File: config.mk
export PLATFORM = sky130hd
export DESIGN_NAME = calendar_clock_leap_year
export DESIGN_NICKNAME = d
export VERILOG_FILES = /design/src/sv/ccly_pkg.sv /design/src/sv/ccly_core.sv /design/src/sv/calendar_clock_leap_year.sv
export SDC_FILE = /design/constraint.sdc
export NUM_CORES = 1
export LEC_CHECK = 0
export BUFFER_PORTS_ARGS = -buffer_cell sky130_fd_sc_hd__buf_2
export CORE_MARGIN = 2
export CORE_UTILIZATION = 45
export DETAILED_ROUTE_END_ITERATION = 10
export PLACE_DENSITY = 0.63
export SLEW_MARGIN = 10
export SYNTH_ARGS = -nofsm -noshare
export SYNTH_HDL_FRONTEND = slang
export SYNTH_SLANG_ARGS = --single-unit
File: constraint.sdc
create_clock -name clk -period 15.9 [get_ports clk]
set_clock_uncertainty 0.15 [all_clocks]
set_input_delay 3.975 -clock clk [delete_from_list [all_inputs] [get_ports clk]]
set_output_delay 3.975 -clock clk [all_outputs]
set_load 0.02 [all_outputs]
File: src/sv/ccly_pkg.sv
// ----------------------------------------------------------------------------
// ccly_pkg
// shared types, calendar constants and leap-year / month-length helpers
// ----------------------------------------------------------------------------
package ccly_pkg;

  typedef enum logic {
    OP_TICK = 1'b0,
    OP_SET  = 1'b1
  } ccly_op_t;

  typedef struct packed {
    ccly_op_t    opcode;
    logic [5:0]  set_second;
    logic [5:0]  set_minute;
    logic [4:0]  set_hour;
    logic [4:0]  set_day;
    logic [3:0]  set_month;
    logic [15:0] set_year;
  } ccly_in_t;

  typedef struct packed {
    logic [5:0]  second;
    logic [5:0]  minute;
    logic [4:0]  hour;
    logic [4:0]  day;
    logic [3:0]  month;
    logic [15:0] year;
    logic        set_error;
  } ccly_out_t;

  localparam logic [5:0] SEC_PER_MIN  = 6'd60;
  localparam logic [5:0] MIN_PER_HOUR = 6'd60;
  localparam logic [4:0] HOUR_PER_DAY = 5'd24;
  localparam logic [3:0] MONTHS       = 4'd12;
  localparam logic [3:0] FEBRUARY     = 4'd1;
  localparam logic [4:0] FEB_LEAP_LEN = 5'd29;

  localparam logic [4:0] MONTH_LEN [12] = '{
    5'd31, 5'd28, 5'd31, 5'd30, 5'd31, 5'd30,
    5'd31, 5'd31, 5'd30, 5'd31, 5'd30, 5'd31
  };

  // y / 25 by reciprocal, exact for all 16-bit y
  localparam int unsigned  DIV25_SHIFT = 21;
  localparam logic [32:0]  DIV25_RECIP = 33'd83887;

  // divisible by 400 == divisible by 16 and by 25
  function automatic logic leap_year(input logic [15:0] y);
    logic [32:0] prod;
    logic [11:0] q;
    logic [15:0] q25;
    logic        div25;
    prod  = {17'b0, y} * DIV25_RECIP;
    q     = prod[DIV25_SHIFT +: 12];
    q25   = {q, 4'b0} + {1'b0, q, 3'b0} + {4'b0, q};
    div25 = (q25 == y);
    return (y[1:0] == 2'b00) && (!div25 || (y[3:0] == 4'b0000));
  endfunction

  function automatic logic [4:0] days_in(input logic [3:0] m, input logic leap);
    logic [4:0] len;
    if (m >= MONTHS) begin
      len = 5'd0;
    end else if (m == FEBRUARY && leap) begin
      len = FEB_LEAP_LEN;
    end else begin
      len = MONTH_LEN[m];
    end
    return len;
  endfunction

endpackage

File: src/sv/ccly_core.sv
// ----------------------------------------------------------------------------
// ccly_core
// time-of-day and date counters with tick carry chain and set validation
// ----------------------------------------------------------------------------
module ccly_core (
  input  logic                clk,
  input  logic                rst_n,
  input  logic                step,
  input  ccly_pkg::ccly_in_t  item,
  output ccly_pkg::ccly_out_t res
);
  import ccly_pkg::*;

  logic [5:0]  sec_r,   sec_nxt;
  logic [5:0]  min_r,   min_nxt;
  logic [4:0]  hour_r,  hour_nxt;
  logic [4:0]  day_r,   day_nxt;
  logic [3:0]  month_r, month_nxt;
  logic [15:0] year_r,  year_nxt;
  logic        err;
  logic        set_ok;
  logic [4:0]  cur_len;
  logic [4:0]  set_len;
  logic [5:0]  sec_inc;
  logic [5:0]  min_inc;
  logic [4:0]  hour_inc;
  logic [5:0]  day_inc;
  logic [3:0]  month_inc;

  assign cur_len   = days_in(month_r, leap_year(year_r));
  assign set_len   = days_in(item.set_month, leap_year(item.set_year));
  assign sec_inc   = sec_r + 6'd1;
  assign min_inc   = min_r + 6'd1;
  assign hour_inc  = hour_r + 5'd1;
  assign day_inc   = {1'b0, day_r} + 6'd1;
  assign month_inc = month_r + 4'd1;
  assign set_ok    = (item.set_month < MONTHS) && (item.set_hour < HOUR_PER_DAY)
                  && (item.set_minute < MIN_PER_HOUR) && (item.set_second < SEC_PER_MIN)
                  && (item.set_day < set_len);

  always_comb begin
    sec_nxt   = sec_r;
    min_nxt   = min_r;
    hour_nxt  = hour_r;
    day_nxt   = day_r;
    month_nxt = month_r;
    year_nxt  = year_r;
    err       = 1'b0;
    case (item.opcode)
      OP_TICK: begin
        sec_nxt = sec_inc;
        if (sec_inc >= SEC_PER_MIN) begin
          sec_nxt = 6'd0;
          min_nxt = min_inc;
          if (min_inc >= MIN_PER_HOUR) begin
            min_nxt  = 6'd0;
            hour_nxt = hour_inc;
            if (hour_inc >= HOUR_PER_DAY) begin
              hour_nxt = 5'd0;
              day_nxt  = day_inc[4:0];
              if (day_inc >= {1'b0, cur_len}) begin
                day_nxt   = 5'd0;
                month_nxt = month_inc;
                if (month_inc >= MONTHS) begin
                  month_nxt = 4'd0;
                  year_nxt  = year_r + 16'd1;
                end
              end
            end
          end
        end
      end
      OP_SET: begin
        if (set_ok) begin
          sec_nxt   = item.set_second;
          min_nxt   = item.set_minute;
          hour_nxt  = item.set_hour;
          day_nxt   = item.set_day;
          month_nxt = item.set_month;
          year_nxt  = item.set_year;
        end else begin
          err = 1'b1;
        end
      end
      default: begin
        err = 1'b0;
      end
    endcase
  end

  always_ff @(posedge clk) begin
    if (!rst_n) begin
      sec_r   <= '0;
      min_r   <= '0;
      hour_r  <= '0;
      day_r   <= '0;
      month_r <= '0;
      year_r  <= '0;
    end else if (step) begin
      sec_r   <= sec_nxt;
      min_r   <= min_nxt;
      hour_r  <= hour_nxt;
      day_r   <= day_nxt;
      month_r <= month_nxt;
      year_r  <= year_nxt;
    end
  end

  assign res = '{second: sec_nxt, minute: min_nxt, hour: hour_nxt, day: day_nxt,
                 month: month_nxt, year: year_nxt, set_error: err};

endmodule

File: src/sv/calendar_clock_leap_year.sv
// ----------------------------------------------------------------------------
// calendar_clock_leap_year
// calendar clock with gregorian leap years: tick and set words in, time out
// each word passes through the input register, then the result register, from in to out
// throughput: one word per cycle; both registers advance together when out is free
// the calendar counters update as a word moves from the input to the result register
// reset: synchronous active-low rst_n empties both registers and clears the time to zero
// ----------------------------------------------------------------------------
module calendar_clock_leap_year (
  input  logic                clk,
  input  logic                rst_n,
  input  logic                in_valid,
  output logic                in_ready,
  input  ccly_pkg::ccly_in_t  in_data,
  output logic                out_valid,
  input  logic                out_ready,
  output ccly_pkg::ccly_out_t out_data
);
  import ccly_pkg::*;

  logic      in_vld_r, in_vld_nxt;
  ccly_in_t  in_dat_r;
  logic      out_vld_r, out_vld_nxt;
  ccly_out_t out_dat_r;
  ccly_out_t res;
  logic      adv;

  assign adv      = in_vld_r && (!out_vld_r || out_ready);
  assign in_ready = !in_vld_r || adv;

  always_comb begin
    in_vld_nxt  = in_vld_r;
    out_vld_nxt = out_vld_r;
    if (in_ready) begin
      in_vld_nxt = in_valid;
    end
    if (adv) begin
      out_vld_nxt = 1'b1;
    end else if (out_ready) begin
      out_vld_nxt = 1'b0;
    end
  end

  always_ff @(posedge clk) begin
    if (!rst_n) begin
      in_vld_r  <= 1'b0;
      out_vld_r <= 1'b0;
    end else begin
      in_vld_r  <= in_vld_nxt;
      out_vld_r <= out_vld_nxt;
    end
  end

  always_ff @(posedge clk) begin
    if (in_ready && in_valid) begin
      in_dat_r <= in_data;
    end
    if (adv) begin
      out_dat_r <= res;
    end
  end

  ccly_core u_core (
    .clk   (clk),
    .rst_n (rst_n),
    .step  (adv),
    .item  (in_dat_r),
    .res   (res)
  );

  assign out_valid = out_vld_r;
  assign out_data  = out_dat_r;

endmodule

# Word-level counts from Yosys, hierarchy flattened
# Memories as Yosys holds them, arrays and structs flattened.
# Cells that the tools add are included.
[op_classes]
reduce_logical = 23
muxes = 43
mul = 2
addsub = 10
eq_ne = 4
bitwise = 3
magnitude_cmp = 14
[op_table]
columns = ["op", "count"]
rows = [
  ["two-way mux 16 bit", 6],
  ["two-way mux 5 bit", 17],
  ["multiplier 16 x 17 -> 33 bit (second input constant)", 2],
  ["adder 16 x 12 -> 16 bit", 2],
  ["adder 16 x 15 -> 16 bit", 2],
  ["== test 16 bit", 2],
  ["case mux 16 bit (2 select lines)", 1],
  ["two-way mux 6 bit", 5],
  ["two-way mux 4 bit", 6],
  ["case mux 6 bit (2 select lines)", 2],
  ["case mux 5 bit (2 select lines)", 2],
  ["adder 16 x 1 -> 16 bit (second input constant)", 1],
  [">= comparator 5 bit (second input constant)", 3],
  ["adder 6 x 1 -> 6 bit (second input constant)", 2],
  [">= comparator 4 bit (second input constant)", 3],
  [">= comparator 6 bit (second input constant)", 2],
  ["less-than comparator 6 bit (second input constant)", 2],
  ["logical AND 1 bit", 10],
  ["inverter 4 -> 5 bit", 2],
  ["== test 4 x 1 -> 1 bit (second input constant)", 2],
  ["zero test 4 bit", 2],
  ["case mux 4 bit (2 select lines)", 1],
  ["adder 5 x 1 -> 6 bit (second input constant)", 1],
  [">= comparator 6 x 5 -> 1 bit", 1],
  ["11 further kinds", 20],
]
[totals]
wordCells = 123
reg_bits = 130
input_bits = 47
n_memories = 2
output_inout_bits = 45
romBits = 160
[mem_list]
columns = ["name", "words", "width", "rd", "rd_ports_with_merged_regs", "write_ports", "line", "text"]
rows = [
  ["(no name shown)", 16, 5, 1, 0, 0, "ccly_pkg.sv:68", "len = MONTH_LEN[m];"],
  ["(no name shown)", 16, 5, 1, 0, 0, "ccly_pkg.sv:68", ""],
]

# Longest topological paths before layout
[depth]
depth_word = 16
depth_mapped = 45
mapped_depth_nobuf = 43

# By module
# A second synthesis with hierarchy kept.
[unflattened]
hier_cells = 1958
area_unflattened_um2 = 18796.8
[by_module_without_submodules]
columns = ["module", "area_each_um2", "cells_each", "n_inst"]
rows = [
  ["ccly_core", 16110.5, 1863, 1],
  ["calendar_clock_leap_year", 2686.3, 95, 1],
]

# Worst setup path before layout
# Ideal clock, no wire load.
[synth_timing]
path_type = "register to register"
from = "register u_core.year_r[4]"
to = "register out_dat_r (netlist bit out_data[7]) (data pin)"
arrival_ns = 10.772
stages_incl_launch_ff = 43
path_buffers = 2
slack_ns = 4.718
t_required_ns = 15.489
path_cell_list = "dfxtp_1 inv_1 fa_1 inv_1 fa_1 fa_1 fa_1 fa_1 inv_1 fa_1 inv_1 ha_1 nand3_1 a21o_1 a21o_1 nor4_1 nor3_1 or3_1 (+7 left out) a21o_1 a2111oi_0 o21ai_0 a2111oi_0 nand4_1 o41ai_1 a31oi_1 ha_1 nand2b_1 a21o_1 a21oi_1 o21ai_0 clkbuf_1 o21a_1 buf_4 a21oi_1 or3_1 a221o_1"
[synth_lines]
columns = ["element", "line", "text"]
rows = [
  ["start: declaration", "ccly_core.sv:19", "logic [15:0] year_r, year_nxt;"],
  ["start signal: assignment", "ccly_core.sv:105", "year_r <= year_nxt;"],
  ["end signal: assignment", "calendar_clock_leap_year.sv:59", "out_dat_r <= res;"],
  ["end: declaration", "calendar_clock_leap_year.sv:24", "ccly_out_t out_dat_r;"],
]

==> results_dict.tcl <==
set metrics [dict create \
    period_needed_ns 13.13 \
    drv_slew 0 \
    yosysTopAreaCell "fa_1" \
    drt_iter0_drc 1201 \
    critPathCaptureType "register" \
    grt_setup_unrepaired "false" \
    die_w_um 210 \
    grt-ovfl-total 0 \
    clkSlewWorstSetupHoldPaths_ns 0.06 \
    drc_errors 0 \
    core-area_um2 41900 \
    finalCritPeriodShare_pct 82.6 \
    cts_root_buffer "clkbuf_16" \
    antenna_found_initial 0 \
    track_usage_pct 24.7 \
    clkLatencyLatePin_ns 0.45 \
    drive_gt1_share_pct 8.95 \
    synth_edf_count 86 \
    cts_buffers 17 \
    synth-seq-cells 130 \
    start_kind "register" \
    crit_buf_inv 7 \
    slowest_stage "o21ai_1" \
    grt_max_degree 68 \
    dp_hpwl_mm 41.9 \
    dieHeight_um 210 \
    r2r-start "u_core.year_r[2]$_SDFFE_PN0P_" \
    status "finished, final reports clean" \
    setup_viol 0 \
    synth_area_um2 19000 \
    synth_nets 2547 \
    tightest_slew_ns 1.13 \
    crit_start "u_core.year_r[2]$_SDFFE_PN0P_" \
    ys_warn_count 0 \
    syn_area_per_cell_um2 9.65 \
    holdCritPathClass "register to register" \
    cts.path.max_buffers 2 \
    hold_viol_final 0 \
    drt-total-wl_mm 52.8 \
    yosysUniqueCellTypes 94 \
    ant_nets 0 \
    finalSetupTns_ns 0 \
    clock_sinks 130 \
    ys_seq_area_share_pct 18.2 \
    worstSetupPathType "register to register" \
    synth_top_area_share_pct 22.4 \
    num_antenna_cells 0 \
    synth_cells 1971 \
    io_pins 92 \
    synth_area_leaders "fa_1 (22%), ha_1 (21%), edfxtp_1 (14%)" \
    ys.flop_type "edfxtp_1" \
    max_clock_freq_mhz 76.2 \
    first_global_vias 15400 \
    grt_pass1_wl_mm 84.3 \
    cp_max_fo 12 \
    postCtsSetupBuffers 0 \
    io_buffers 91 \
    drt_pre_antenna_iters 8 \
    min-delay-start "u_core.sec_r[5]$_SDFFE_PN0P_" \
    ctsResizeCount 0 \
    gp_congestion 0.934 \
    area_growth_pct 8.37 \
    crit_family "compound AO/OA/AOI/OAI gates" \
    layout_commonest_cell "inv_1" \
    fin_nets 2618 \
    drv_cap 0 \
    start_util_pct 45.5 \
    tritoncts "yes" \
    wl_per_cell_um 20.4 \
    postSynth.asyncResetShare_pct 0 \
    vias 14900 \
    htree_levels 4 \
    layout_common_cells "inv_1 (423), ha_1 (316), fa_1 (213)" \
    viasPerCell 5.74 \
    critPathRequiredTime_ns 16.03 \
    core.rowCount 75 \
    arrival_ns 13.26 \
    hold_buffers 0 \
    slew-limit-headroom_pct 23.9 \
    die-area_um2 43900 \
    cpPeakStageDelay_ns 0.84 \
]
-- cell usage after synthesis (6+ instances only) --
library cell,number
a2111oi_0,9
a211oi_1,8
a21o_1,24
a21oi_1,58
a221o_1,13
a22oi_1,7
a311oi_1,12
a31oi_1,25
and2_1,11
and3_1,14
and4_1,6
buf_2,10
clkbuf_1,41
dfxtp_1,44
edfxtp_1,86
fa_1,213
ha_1,316
inv_1,424
nand2_1,82
nand2b_1,12
nand3_1,49
nand4_1,13
nor2_1,68
nor2b_1,9
nor3_1,24
nor4_1,15
o211ai_1,12
o21a_1,10
o21ai_0,75
o21ai_1,9
o221a_2,7
o221ai_1,7
o22ai_1,8
o311a_1,6
o311ai_0,7
o31a_1,7
o31ai_1,10
o41ai_1,10
or2_2,10
or3_1,13
or4_1,6
xnor2_1,54
xor2_1,23
-- tightest hold or removal path: stages (launching register included) --
cell and delay [ns]:
dfxtp_1 0.34, nand2_1 0.07, o2bb2ai_1 0.06
-- flip-flops by register name, summed over array words and instances (netlist names) --
signal / flops
u_core.sec_r: 6
out_data: 43
in_vld_r: 1
u_core.day_r: 5
in_dat_r: 43
u_core.month_r: 4
u_core.min_r: 6
u_core.year_r: 16
out_valid: 1
u_core.hour_r: 5
-- path summary, 6_finish.rpt --
check                                  to  slack [ns]  cells after the start
max                 out_data[4]$_DFFE_PP_        2.77                     41
min          u_core.sec_r[5]$_SDFFE_PN0P_        0.36                      2
min reg2reg  u_core.sec_r[5]$_SDFFE_PN0P_        0.36                      2
max reg2reg         out_data[4]$_DFFE_PP_        2.77                     41
-- through the flow --
step	utilization (%)	hold WS, ns	cells	cell area, µm²	setup WS (ns)
4_1_cts	49.3	0.351	2594	20600	2.95
5_1_grt	49.3	0.380	2594	20600	2.20
3_5_place_dp	47.9	0.341	2562	20100	3.00
6_report	49.3	0.357	2594	20600	2.77
3_3_place_gp	47.9	0.341	2562	20100	3.30
2_1_floorplan	-	0.311	1971	19000	4.72
-- area by class of cell --
cell class | instances | area [µm²]
fill | 3915 | 21200
multi-input combinational | 1360 | 13700
sequential | 130 | 3460
inverter | 425 | 1600
tap | 539 | 674
timing repair buffer | 108 | 583
clock buffer | 18 | 429
clock inverter | 14 | 133
-- cells by family after synthesis --
family | Yosys count | synth area share (%)
flops | 130 | 18.2
compound gates | 393 | 15.1
mux | 4 | 0.217
xor+xnor | 81 | 4.02
buf+inv | 481 | 9.66
simple gates | 353 | 9.58
fa+ha+maj | 529 | 43.2
-- per-layer routing --
metal / part of all wire [%] / track usage [%] / wire, µm / vias up
met3: 6.4 / 3.08 / 3370 / 99
met5: 0 / 0 / 0 / -
met2: 47 / 41.3 / 25000 / 549
li1: - / - / - / 6954
met1: 43 / 32.9 / 22600 / 7287
met4: 3.6 / 9.73 / 1880 / 0
Power is not shown: default switching activity piles up to over one toggle a cycle in this logic, so the estimate is an artifact.
